**config.mk**
```make
export PLATFORM = sky130hd
export DESIGN_NAME = frame_rate_meter_core
export DESIGN_NICKNAME = d
export VERILOG_FILES = /design/src/hw/rtl/fmr_pkg.sv /design/src/hw/rtl/frame_rate_meter_core.sv
export SDC_FILE = /design/constraint.sdc
export NUM_CORES = 1
export LEC_CHECK = 0
export ABC_AREA = 1
export BUFFER_PORTS_ARGS = -buffer_cell sky130_fd_sc_hd__buf_4
export CAP_MARGIN = 20
export CORE_MARGIN = 3
export CORE_UTILIZATION = 55
export DETAILED_ROUTE_END_ITERATION = 12
export GPL_TIMING_DRIVEN = 1
export HOLD_SLACK_MARGIN = 0.06
export PLACE_DENSITY = 0.77
export SLEW_MARGIN = 5
export SYNTH_ARGS = -nofsm -noshare
export SYNTH_HDL_FRONTEND = slang
export SYNTH_SLANG_ARGS = --single-unit
```
**constraint.sdc**
```tcl
create_clock -name clk_i -period 5.65 [get_ports clk_i]
set_input_delay 0.2825 -clock clk_i [delete_from_list [all_inputs] [get_ports clk_i]]
set_output_delay 0.2825 -clock clk_i [all_outputs]
set_load 0.02 [all_outputs]
```
**src/hw/rtl/fmr_pkg.sv**
```systemverilog
// Package for the frame rate meter: payload structs, state encoding, constants.
// No dependencies; used by frame_rate_meter_core.
`timescale 1ns / 1ps

package fmr_pkg;

  // Default sizes of the saturating counters
  localparam int ACC_BITS_DEF   = 48;
  localparam int COUNT_BITS_DEF = 20;

  // Field widths
  localparam int SEC_W    = 32;
  localparam int USEC_W   = 20;
  localparam int WIN_W    = 24;
  localparam int RATE_W   = 10;
  localparam int DIGIT_W  = 4;
  // seconds * 1e6 + micros fits in 52 bits
  localparam int TIME_W   = SEC_W + USEC_W;
  localparam int STEP_W   = 5;

  localparam logic [USEC_W-1:0] USEC_PER_SEC = 20'd1000000;
  localparam logic [RATE_W-1:0] RATE_MAX     = 10'd999;
  localparam logic [RATE_W-1:0] RATE_HUNDRED = 10'd100;
  localparam logic [WIN_W-1:0]  WINDOW_RESET = 24'd500000;

  typedef struct packed {
    logic [SEC_W-1:0]  time_seconds;
    logic [USEC_W-1:0] time_micros;
  } in_t;

  typedef struct packed {
    logic [RATE_W-1:0]  rate_value;
    logic [DIGIT_W-1:0] hundreds_digit;
    logic [DIGIT_W-1:0] tens_digit;
    logic [DIGIT_W-1:0] ones_digit;
    logic               three_digits;
    logic               rate_updated;
  } out_t;

  typedef enum logic [3:0] {
    ST_IDLE,
    ST_MUL_T,
    ST_DELTA,
    ST_ACC,
    ST_MUL_C,
    ST_CHK,
    ST_DIV,
    ST_DABBLE,
    ST_FIN
  } state_e;

endpackage

```
**src/hw/rtl/frame_rate_meter_core.sv**
```systemverilog
// Frame rate meter top level: bit-serial timestamp conversion, division and BCD.
// Depends on fmr_pkg.
`timescale 1ns / 1ps

// Usage:
// Each transfer on the input channel (in_valid_i / in_stall_o) is one frame
// event carrying its timestamp. Exactly one result per frame leaves on the
// output channel (out_valid_o / out_stall_i): the current rate, its decimal
// digits, and a flag set when this frame closed a measurement window.
// The window length is written through cfg_valid_i / cfg_data_i; the user
// writes it while the block is idle, which the block itself does not enforce. cfg_ready_o is always high.
// Processing: the seconds field is converted to microseconds one bit per cycle.
// A frame that closes a window then multiplies the frame count by 1e6
// bit-serially, makes one range check, runs a restoring division and
// shifts the rate to BCD; a rate that overflows skips the division.
// One frame is in work at a time.
// The finished result sits in an output register; the next frame is taken
// while it waits. If the receiver stalls, the result holds and a following
// frame waits in its last cycle until the output register frees.
// Reset: rate 0, no previous timestamp, window 500000 us.
module frame_rate_meter_core #(
  parameter int ACC_BITS   = fmr_pkg::ACC_BITS_DEF,
  parameter int COUNT_BITS = fmr_pkg::COUNT_BITS_DEF
) (
  input  logic                      clk_i,
  input  logic                      rst_ni,
  input  logic                      in_valid_i,
  output logic                      in_stall_o,
  input  fmr_pkg::in_t              in_data_i,
  output logic                      out_valid_o,
  input  logic                      out_stall_i,
  output fmr_pkg::out_t             out_data_o,
  input  logic                      cfg_valid_i,
  output logic                      cfg_ready_o,
  input  logic [fmr_pkg::WIN_W-1:0] cfg_data_i
);

  localparam int TIME_W = fmr_pkg::TIME_W;
  localparam int SUM_W  = ((ACC_BITS > TIME_W) ? ACC_BITS : TIME_W) + 1;
  localparam int NUM_W  = COUNT_BITS + fmr_pkg::USEC_W;
  localparam int DIV_W  = ACC_BITS + fmr_pkg::RATE_W;
  localparam int CMP_W  = ((NUM_W > DIV_W) ? NUM_W : DIV_W) + 1;
  localparam logic [ACC_BITS-1:0]   AccMax   = {ACC_BITS{1'b1}};
  localparam logic [COUNT_BITS-1:0] CountMax = {COUNT_BITS{1'b1}};

  fmr_pkg::state_e state_q, state_d;
  logic [fmr_pkg::STEP_W-1:0]  step_q, step_d;
  logic [fmr_pkg::SEC_W-1:0]   sec_q, sec_d;
  logic [fmr_pkg::USEC_W-1:0]  usec_q, usec_d;
  logic                        sec_nz_q, sec_nz_d;
  logic [TIME_W-1:0]           now_q, now_d;
  logic [TIME_W-1:0]           then_q, then_d;
  logic                        have_last_q, have_last_d;
  logic [TIME_W-1:0]           delta_q, delta_d;
  logic [ACC_BITS-1:0]         acc_q, acc_d;
  logic [COUNT_BITS-1:0]       frames_q, frames_d;
  logic [NUM_W-1:0]            num_q, num_d;
  logic [DIV_W-1:0]            div_q, div_d;
  logic [fmr_pkg::RATE_W-1:0]  quo_q, quo_d;
  logic [fmr_pkg::RATE_W-1:0]  rate_q, rate_d;
  logic [3*fmr_pkg::DIGIT_W-1:0] bcd_q, bcd_d;
  logic                        updated_q, updated_d;
  logic [fmr_pkg::WIN_W-1:0]   window_q, window_d;
  logic                        out_valid_q, out_valid_d;
  fmr_pkg::out_t               out_q, out_d;

  // Datapath helpers
  logic [TIME_W-1:0]         now_step;
  logic [SUM_W-1:0]          acc_sum;
  logic [ACC_BITS-1:0]       acc_new;
  logic [fmr_pkg::WIN_W-1:0] win_eff;
  logic [NUM_W-1:0]          num_step;
  logic                      div_ge;
  logic                      rate_ovf;
  logic [3*fmr_pkg::DIGIT_W-1:0] bcd_adj;
  logic                      out_free;

  assign cfg_ready_o = 1'b1;
  assign in_stall_o  = (state_q != fmr_pkg::ST_IDLE);
  assign out_valid_o = out_valid_q;
  assign out_data_o  = out_q;
  assign out_free    = !out_valid_q || !out_stall_i;

  // Shift-add of one seconds bit times 1e6; micros joins on the last bit
  always_comb begin
    now_step = {now_q[TIME_W-2:0], 1'b0};
    if (sec_q[fmr_pkg::SEC_W-1]) begin
      now_step = now_step + TIME_W'(fmr_pkg::USEC_PER_SEC);
    end
    if (step_q == '0) begin
      now_step = now_step + TIME_W'(usec_q);
    end
  end

  // Saturating accumulate and window check
  always_comb begin
    acc_sum = SUM_W'(acc_q) + SUM_W'(delta_q);
    acc_new = (acc_sum > SUM_W'(AccMax)) ? AccMax : acc_sum[ACC_BITS-1:0];
    win_eff = (window_q == '0) ? fmr_pkg::WIN_W'(1) : window_q;
  end

  // Shift-add of one frame count bit times 1e6
  always_comb begin
    num_step = {num_q[NUM_W-2:0], 1'b0};
    if (frames_q[COUNT_BITS-1]) begin
      num_step = num_step + NUM_W'(fmr_pkg::USEC_PER_SEC);
    end
  end

  // Division compares
  assign div_ge   = CMP_W'(num_q) >= CMP_W'(div_q);
  assign rate_ovf = CMP_W'(num_q) >= CMP_W'({div_q, 1'b0});

  // Double dabble: add 3 to each digit of 5 or more before the shift
  always_comb begin
    for (int i = 0; i < 3; i++) begin
      bcd_adj[i*4 +: 4] = (bcd_q[i*4 +: 4] >= 4'd5) ? bcd_q[i*4 +: 4] + 4'd3
                                                    : bcd_q[i*4 +: 4];
    end
  end

  // Next state and datapath
  always_comb begin
    state_d     = state_q;
    step_d      = step_q;
    sec_d       = sec_q;
    usec_d      = usec_q;
    sec_nz_d    = sec_nz_q;
    now_d       = now_q;
    then_d      = then_q;
    have_last_d = have_last_q;
    delta_d     = delta_q;
    acc_d       = acc_q;
    frames_d    = frames_q;
    num_d       = num_q;
    div_d       = div_q;
    quo_d       = quo_q;
    rate_d      = rate_q;
    bcd_d       = bcd_q;
    updated_d   = updated_q;
    window_d    = window_q;
    out_valid_d = out_valid_q;
    out_d       = out_q;

    if (cfg_valid_i) begin
      window_d = cfg_data_i;
    end

    if (out_valid_q && !out_stall_i) begin
      out_valid_d = 1'b0;
    end

    case (state_q)
      fmr_pkg::ST_IDLE: begin
        if (in_valid_i) begin
          sec_d     = in_data_i.time_seconds;
          usec_d    = in_data_i.time_micros;
          sec_nz_d  = (in_data_i.time_seconds != '0);
          now_d     = '0;
          updated_d = 1'b0;
          step_d    = fmr_pkg::STEP_W'(fmr_pkg::SEC_W - 1);
          state_d   = fmr_pkg::ST_MUL_T;
        end
      end

      fmr_pkg::ST_MUL_T: begin
        now_d = now_step;
        sec_d = {sec_q[fmr_pkg::SEC_W-2:0], 1'b0};
        step_d = step_q - 1'b1;
        if (step_q == '0) begin
          state_d = fmr_pkg::ST_DELTA;
        end
      end

      // Elapsed time, clamped at zero; store this timestamp
      fmr_pkg::ST_DELTA: begin
        delta_d     = (now_q > then_q) ? now_q - then_q : '0;
        then_d      = now_q;
        have_last_d = sec_nz_q;
        state_d     = have_last_q ? fmr_pkg::ST_ACC : fmr_pkg::ST_FIN;
      end

      fmr_pkg::ST_ACC: begin
        if (frames_q != CountMax) begin
          frames_d = frames_q + 1'b1;
        end
        if (acc_new >= ACC_BITS'(win_eff)) begin
          // Window closed: divisor starts at acc << 9, accumulator clears
          div_d     = DIV_W'({acc_new, 9'd0});
          acc_d     = '0;
          num_d     = '0;
          updated_d = 1'b1;
          step_d    = fmr_pkg::STEP_W'(COUNT_BITS - 1);
          state_d   = fmr_pkg::ST_MUL_C;
        end else begin
          acc_d   = acc_new;
          state_d = fmr_pkg::ST_FIN;
        end
      end

      // frames * 1e6; the count shifts out and ends cleared
      fmr_pkg::ST_MUL_C: begin
        num_d    = num_step;
        frames_d = {frames_q[COUNT_BITS-2:0], 1'b0};
        step_d   = step_q - 1'b1;
        if (step_q == '0) begin
          state_d = fmr_pkg::ST_CHK;
        end
      end

      // Quotient of 1024 or more saturates without dividing
      fmr_pkg::ST_CHK: begin
        if (rate_ovf) begin
          quo_d   = fmr_pkg::RATE_MAX;
          rate_d  = fmr_pkg::RATE_MAX;
          bcd_d   = '0;
          step_d  = fmr_pkg::STEP_W'(fmr_pkg::RATE_W - 1);
          state_d = fmr_pkg::ST_DABBLE;
        end else begin
          quo_d   = '0;
          step_d  = fmr_pkg::STEP_W'(fmr_pkg::RATE_W - 1);
          state_d = fmr_pkg::ST_DIV;
        end
      end

      // Restoring division, one quotient bit per cycle
      fmr_pkg::ST_DIV: begin
        if (div_ge) begin
          num_d = num_q - NUM_W'(div_q);
        end
        quo_d  = {quo_q[fmr_pkg::RATE_W-2:0], div_ge};
        div_d  = div_q >> 1;
        step_d = step_q - 1'b1;
        if (step_q == '0) begin
          if ({quo_q[fmr_pkg::RATE_W-2:0], div_ge} > fmr_pkg::RATE_MAX) begin
            quo_d = fmr_pkg::RATE_MAX;
          end
          rate_d  = quo_d;
          bcd_d   = '0;
          step_d  = fmr_pkg::STEP_W'(fmr_pkg::RATE_W - 1);
          state_d = fmr_pkg::ST_DABBLE;
        end
      end

      // Binary to BCD, one rate bit per cycle
      fmr_pkg::ST_DABBLE: begin
        bcd_d  = {bcd_adj[3*fmr_pkg::DIGIT_W-2:0], quo_q[fmr_pkg::RATE_W-1]};
        quo_d  = {quo_q[fmr_pkg::RATE_W-2:0], 1'b0};
        step_d = step_q - 1'b1;
        if (step_q == '0) begin
          state_d = fmr_pkg::ST_FIN;
        end
      end

      // Load the output register once it is free
      fmr_pkg::ST_FIN: begin
        if (out_free) begin
          out_d.rate_value     = rate_q;
          out_d.hundreds_digit = bcd_q[11:8];
          out_d.tens_digit     = bcd_q[7:4];
          out_d.ones_digit     = bcd_q[3:0];
          out_d.three_digits   = (rate_q >= fmr_pkg::RATE_HUNDRED);
          out_d.rate_updated   = updated_q;
          out_valid_d          = 1'b1;
          state_d              = fmr_pkg::ST_IDLE;
        end
      end

      default: begin
        state_d = fmr_pkg::ST_IDLE;
      end
    endcase
  end

  // Control and meter state
  always_ff @(posedge clk_i or negedge rst_ni) begin
    if (!rst_ni) begin
      state_q     <= fmr_pkg::ST_IDLE;
      step_q      <= '0;
      then_q      <= '0;
      have_last_q <= 1'b0;
      acc_q       <= '0;
      frames_q    <= '0;
      rate_q      <= '0;
      bcd_q       <= '0;
      updated_q   <= 1'b0;
      window_q    <= fmr_pkg::WINDOW_RESET;
      out_valid_q <= 1'b0;
    end else begin
      state_q     <= state_d;
      step_q      <= step_d;
      then_q      <= then_d;
      have_last_q <= have_last_d;
      acc_q       <= acc_d;
      frames_q    <= frames_d;
      rate_q      <= rate_d;
      bcd_q       <= bcd_d;
      updated_q   <= updated_d;
      window_q    <= window_d;
      out_valid_q <= out_valid_d;
    end
  end

  // Working registers of the serial datapath
  always_ff @(posedge clk_i) begin
    sec_q    <= sec_d;
    usec_q   <= usec_d;
    sec_nz_q <= sec_nz_d;
    now_q    <= now_d;
    delta_q  <= delta_d;
    num_q    <= num_d;
    div_q    <= div_d;
    quo_q    <= quo_d;
    out_q    <= out_d;
  end

endmodule
```
-- Word-level counts from Yosys, hierarchy flattened
Cells that the tools add are included.
- bits in registers: 467
- word-level logic and storage cells: 144
- $add $sub $neg: 11
- order comparisons: 10
- equality and inequality tests: 19
- multiplexer cells: 50
- reduce and logical (&&, ||, !) cells: 29
- operators by type and width (kind ; number):
    $mux 52 ; 3
    $mux 40 ; 3
    $pmux 40 s3 ; 1
    $pmux 58 s2 ; 1
    $pmux 52 s2 ; 1
    $mux 48 ; 2
    $pmux 32 s2 ; 1
    $ge 40x59->1 ; 1
    $ge 40x58->1 ; 1
    $mux 58 ; 1
    $add 48x52->53 ; 1
    $gt 53x48->1 const B ; 1
    $add 52x20->52 ; 1
    $add 52x20->52 const B ; 1
    $gt 52x52->1 ; 1
    $sub 52x52->52 ; 1
    $mux 10 ; 5
    $ge 48x24->1 ; 1
    $add 40x20->40 const B ; 1
    $mux 4 ; 10
    $pmux 20 s2 ; 1
    $sub 40x40->40 ; 1
    $pmux 12 s3 ; 1
    $pmux 4 s9 ; 1
    other kinds (39) ; 77

-- Longest topological paths before layout
- depth in word-level cells: 6
- mapped depth: 34
- mapped depth without buffers: 33

-- Least setup slack after synthesis
OpenSTA, ideal clock, no wires.
- path type: reg-to-reg
- start point: register acc_q[0]
- end point: register div_q[0], enable pin
- data arrival time: 4.616 ns
- data required time: 5.007 ns
- slack: 0.391 ns
- stages on the path, launching flop included: 32
- period minus slack after synthesis: 5.259 ns
- cells stage by stage: dfrtp_1 ha_1 inv_1 fa_1 nor2_1 nand2_1 nand2_2 nand2_1 nand2_1 nand2_1 nand2_1 nand3_1 nand4_1 nand4_1 nor2_1 nand2_1 buf_2 a21oi_1 inv_1 ha_1 a21oi_1 o21ai_0 a21oi_1 nand3_1 nor2_1 nand2_1 nor2_1 nand3_1 nor2_2 nand3_1 nand2_1 nand2_1
- longest elaborated chain between the ends: 6
- ends and longest elaborated chain (element ; RTL line ; source):
    start: declaration ; frame_rate_meter_core.sv:55 ; logic [ACC_BITS-1:0] acc_q, acc_d;
    start signal: assignment ; frame_rate_meter_core.sv:282 ; acc_q <= '0;
    start signal: assignment ; frame_rate_meter_core.sv:294 ; acc_q <= acc_d;
    $add 48x52->53 * ; frame_rate_meter_core.sv:97 ; acc_sum = SUM_W'(acc_q) + SUM_W'(delta_q);
    $gt 53x48->1 ; frame_rate_meter_core.sv:98 ; acc_new = (acc_sum > SUM_W'(AccMax)) ? AccMax : acc_sum[ACC_BITS-1:0];
    $mux 48 * ; frame_rate_meter_core.sv:98 ;
    $ge 48x24->1 * ; frame_rate_meter_core.sv:187 ; if (acc_new >= ACC_BITS'(win_eff)) begin
    $ne 2x2->1 (no source line) * ; -- ;
    $reduce_and 2->1 (no source line) * ; -- ;
    end signal: assignment ; frame_rate_meter_core.sv:312 ; div_q <= div_d;
    end: declaration ; frame_rate_meter_core.sv:58 ; logic [DIV_W-1:0] div_q, div_d;
Every way passes the cells marked *; elsewhere a longest branch is shown, timed or not.
A chain may end at the register's enable or synchronous reset.

-- Worst setup path after layout
- start point: register acc_q[0]
- end point: register div_q[51], enable pin
Same word-level chain as after synthesis.

==> results list <==
* Critical Path Start Type: flop
- Counting flops with a built-in enable in the synthesized netlist gives 288.
- The clock passes through at most 3 buffers.
* DRC: 0
* Final total negative setup slack: 0 ns
- Kind of critical path: flop to flop
- CTS root buf: clkbuf_16
- Total core area: 60,900 sq um
- Setup-violating endpoint count in the final report: 0
- Across the run, the number of max-cap violations was 0.
* Reg power frac: 0.290
* Leakage: 17.7 nW
* Synth top area share: 0.253
- Count of pins over their slew limit: 0
- Clk_lat worst skew: 0.65 ns
* NetSw: 9.89 mW
* Ranking of synthesized cells by area: edfxtp_1, nand2_1, dfrtp_1, ha_1, inv_1
- Counting every instance in the synthesized netlist gives 4,667.
* Vias post-DR: 32,500
- Fraction of power spent switching nets: 0.488
* Proportion of synthesized flip-flops having asynchronous set or reset: 0.382
- Width of the die: 255 um
* Post-synthesis cell area: 34,200 sq um
- Once layout is complete, the cells apart from fillers number 5,739.
- In this run the worst path has a maximum fanout of 57.
- CTS built an H-tree with a depth of 2.
- First-pass GRT wire length: 170,000 um
* Peak supply drop: 0.371 mV
* Count of filler cells inserted in the layout: 5,455
- The die is 255 um tall.
- Dividing total power by cell area gives a power density of 524 nW/um^2.
- The worst setup path is captured at a flop.
- Dividing the final minimum period by the clock period gives 0.923.
- Setup repair after global routing left no endpoint under its margin.
- Outcome: finished, final reports clean
- Detailed router's first-iteration violation count: 3,107
- In this run the post-CTS setup repair buffer count came out at 0.
- The largest individual stage delay along the critical path comes from the cell fa_1.
- Most used cell along the critical path: nand2_1
- Total nets after synthesis: 4,984
* Standard-cell row count: 90
* Area leader, netlist: edfxtp_1
* Layout overhead on the synthesized area: 12.9%
* Antenna violations before repair: 7
* Worst Tran Pin Value: 1.06 ns
- Drt pass-1 iters: 8
- Input and output buffers added on the ports amount to 106.
- Total placed cells including tap cells: 5,563
* Post-DP HPWL: 83,500 um
- For this run, the total global-route usage over all layers was measured as 0.323.
- Class of the worst hold path: input port to flop
- Residual antenna-violating net count after detailed routing: 0
- Critical Path AT: 5.56 ns
* Routability congestion estimate from global placement: 1.00
- The number of hold violations in the final report was 0.
* CP required: 5.99 ns
- Counting every sink on the clock net gives 466.
- Maximum number of pins on one net before global-route repair: 116
* Upper clock frequency limit: 0.192 GHz
- The largest single stage delay on the critical path is 0.38 ns.
* P_int: 10.4 mW
- Global-route congestion overflow total: 0
* Reg2reg path depth: 32
* Combinational share of power: 0.541
* Number of stages on the worst hold path: 3
* Number of global-route vias before repair: 31,500
- Proportion of power drawn by the clock network: 0.169
* Clock tree from TritonCTS: yes
* Post-synth top flop: edfxtp_1
- Tightest slew margin relative to the limit: 0.290
* Sequential fraction of the synthesis area: 0.383
- For this configuration, the core starts out at a cell density of 0.562.
- Dividing the detail-routed wire length by the instance count gives 18.7 um.
- In this run the mean area of a mapped cell was 7.33 sq um.
- Layout Nets: 5,185
- Clock skew on the completed layout was measured at 0.0450 ns.
- In this run, distinct cell masters in the synthesized netlist total 70.
- End-of-flow core utilization: 0.634
- Of the cells placed in the final design, the portion with a size suffix greater than 1 is 0.0705.
- For this block, the routed nets add up to 107,000 um of wire.
- Synthesis inferred 466 register bits.
- # IOs: 108
- Hold timing on the final database bottoms out at a slack of 0.0948 ns.
* Via/cell ratio: 5.67
- The smallest clock period supported by the final layout is computed as 5.22 ns.
* Yosys warning total: 0
* CTS clock-pin slew for the worst setup and hold paths: 0.06 ns
- The die covers 65,200 sq um.
* Number of buffers created by CTS: 51
-- path summary, 6_finish.rpt --
kind	start	endpoint	slack [ns]
min in group asynchronous	rst_ni	acc_q[46]	0.21
setup reg to reg	acc_q[0]	div_q[51]	0.43
max in group asynchronous	rst_ni	frames_q[2]	4.33
hold reg to reg	rate_q[8]	out_data_o[22]	0.46
hold / removal	cfg_valid_i	window_q[13]	0.09
setup / recovery	acc_q[0]	div_q[51]	0.43
-- state kept, by name (all words and copies together) (netlist names), 24 cells and up --
name	cells
out_data_o	24
num_q	40
now_q	52
window_q	24
sec_q	32
then_q	52
div_q	57
delta_q	52
acc_q	48
-- cell usage in the layout (no fill, tap or decap), types with 10 or more instances in the layout --
master / n
ha_1: 232
nand2_2: 11
nand4_1: 72
o22ai_1: 21
or2_2: 34
xor2_1: 73
inv_1: 711
nand3b_1: 10
clkbuf_16: 53
a31oi_1: 43
dlygate4sd3_1: 80
inv_2: 11
o21ai_1: 32
o211ai_1: 17
nand3_1: 200
o21bai_1: 16
o21ai_0: 316
a21boi_0: 10
clkbuf_1: 10
dfrtp_1: 171
nand2_1: 1231
nor4_1: 43
nor2_1: 459
edfxtp_1: 288
o21a_1: 15
nor3_1: 67
o221ai_1: 11
buf_4: 139
xnor2_1: 38
a21oi_1: 323
a21o_1: 19
nor2_2: 16
-- cells by family (layout without fill, tap and decap cells) --
| logic type | Yosys count | after routing | synth area share |
|---|---|---|---|
| compound gates | 863 | 863 | 0.140 |
| simple gates | 2186 | 2186 | 0.270 |
| buf+inv | 800 | 1042 | 0.0891 |
| other cells | 1 | 3 | 0.000110 |
| flops | 466 | 466 | 0.383 |
| fa+ha+maj | 236 | 236 | 0.0872 |
| xor+xnor | 115 | 115 | 0.0303 |
-- worst max-delay path: cells and delay by family (launching register included) --
family | cells | cell delay, ns
AO/OA/AOI/OAI | 3 | 0.64
buffers and inverters | 4 | 0.60
AND/OR/NAND/NOR | 22 | 2.39
adder cells (fa/ha/maj) | 3 | 0.88
flip-flops | 1 | 0.34
-- area by class of cell --
cell class	instances	area, sq um	share of cell area
diodes	2	5.00	0.000130
clock buffers	70	1450	0.0375
clock inverters	24	265	0.00687
inverters	724	2720	0.0705
multi-input cells	3401	18100	0.469
flip-flops and latches	466	13100	0.339
well taps	828	1040	0.0268
repair buffers	224	1940	0.0502
-- cell usage after synthesis, types with 11 or more instances --
cell type and count:
nand2_1 1234, inv_1 712, nor2_1 464, a21oi_1 324, o21ai_0 316, edfxtp_1 288, ha_1 232, nand3_1 200
dfrtp_1 171, xor2_1 73, nand4_1 72, nor3_1 67, clkbuf_1 61, a31oi_1 43, nor4_1 43, xnor2_1 38
or2_2 34, o21ai_1 32, o22ai_1 21, a21o_1 19, o211ai_1 17, o21bai_1 16, o21a_1 15, nor2_2 13
inv_2 11, o221ai_1 11
-- metrics by stage --
step,area (sq um),power (mW),worst slack (ns)
after floorplan,34200,13.0,0.391
after global placement,36100,16.4,0.560
after detailed placement,36100,16.5,0.463
after CTS,38600,20.0,0.429
after global routing,38600,21.6,0.0255
final,38600,20.2,0.433
-- layer usage --
layer	track usage	up-vias	wire length (um)	part of all wire
met2	0.546	1221	50500	0.47
met1	0.419	15200	45000	0.42
li1	-	15900	-	-
met3	0.0422	259	6850	0.064
met4	0.135	4	5050	0.047
met5	0	-	27	0.00025
-- power by group through the flow --
stage,clock (mW),sequential [mW],combinational (mW)
5_1_grt,3.59,5.96,12.1
3_5_place_dp,0,5.89,10.6
3_3_place_gp,0,5.87,10.5
2_1_floorplan,0,5.65,7.36
4_1_cts,3.46,5.84,10.7
6_report,3.42,5.87,11.0
-- what timing repair did --
item | CTS | global route
gates resized for setup | 0 | 2
endpoints found under the hold margin | 143 | 0
hold buffers | 80 | 0
setup endpoints to repair | 0 | 86
(Power assumes the default switching activity.)
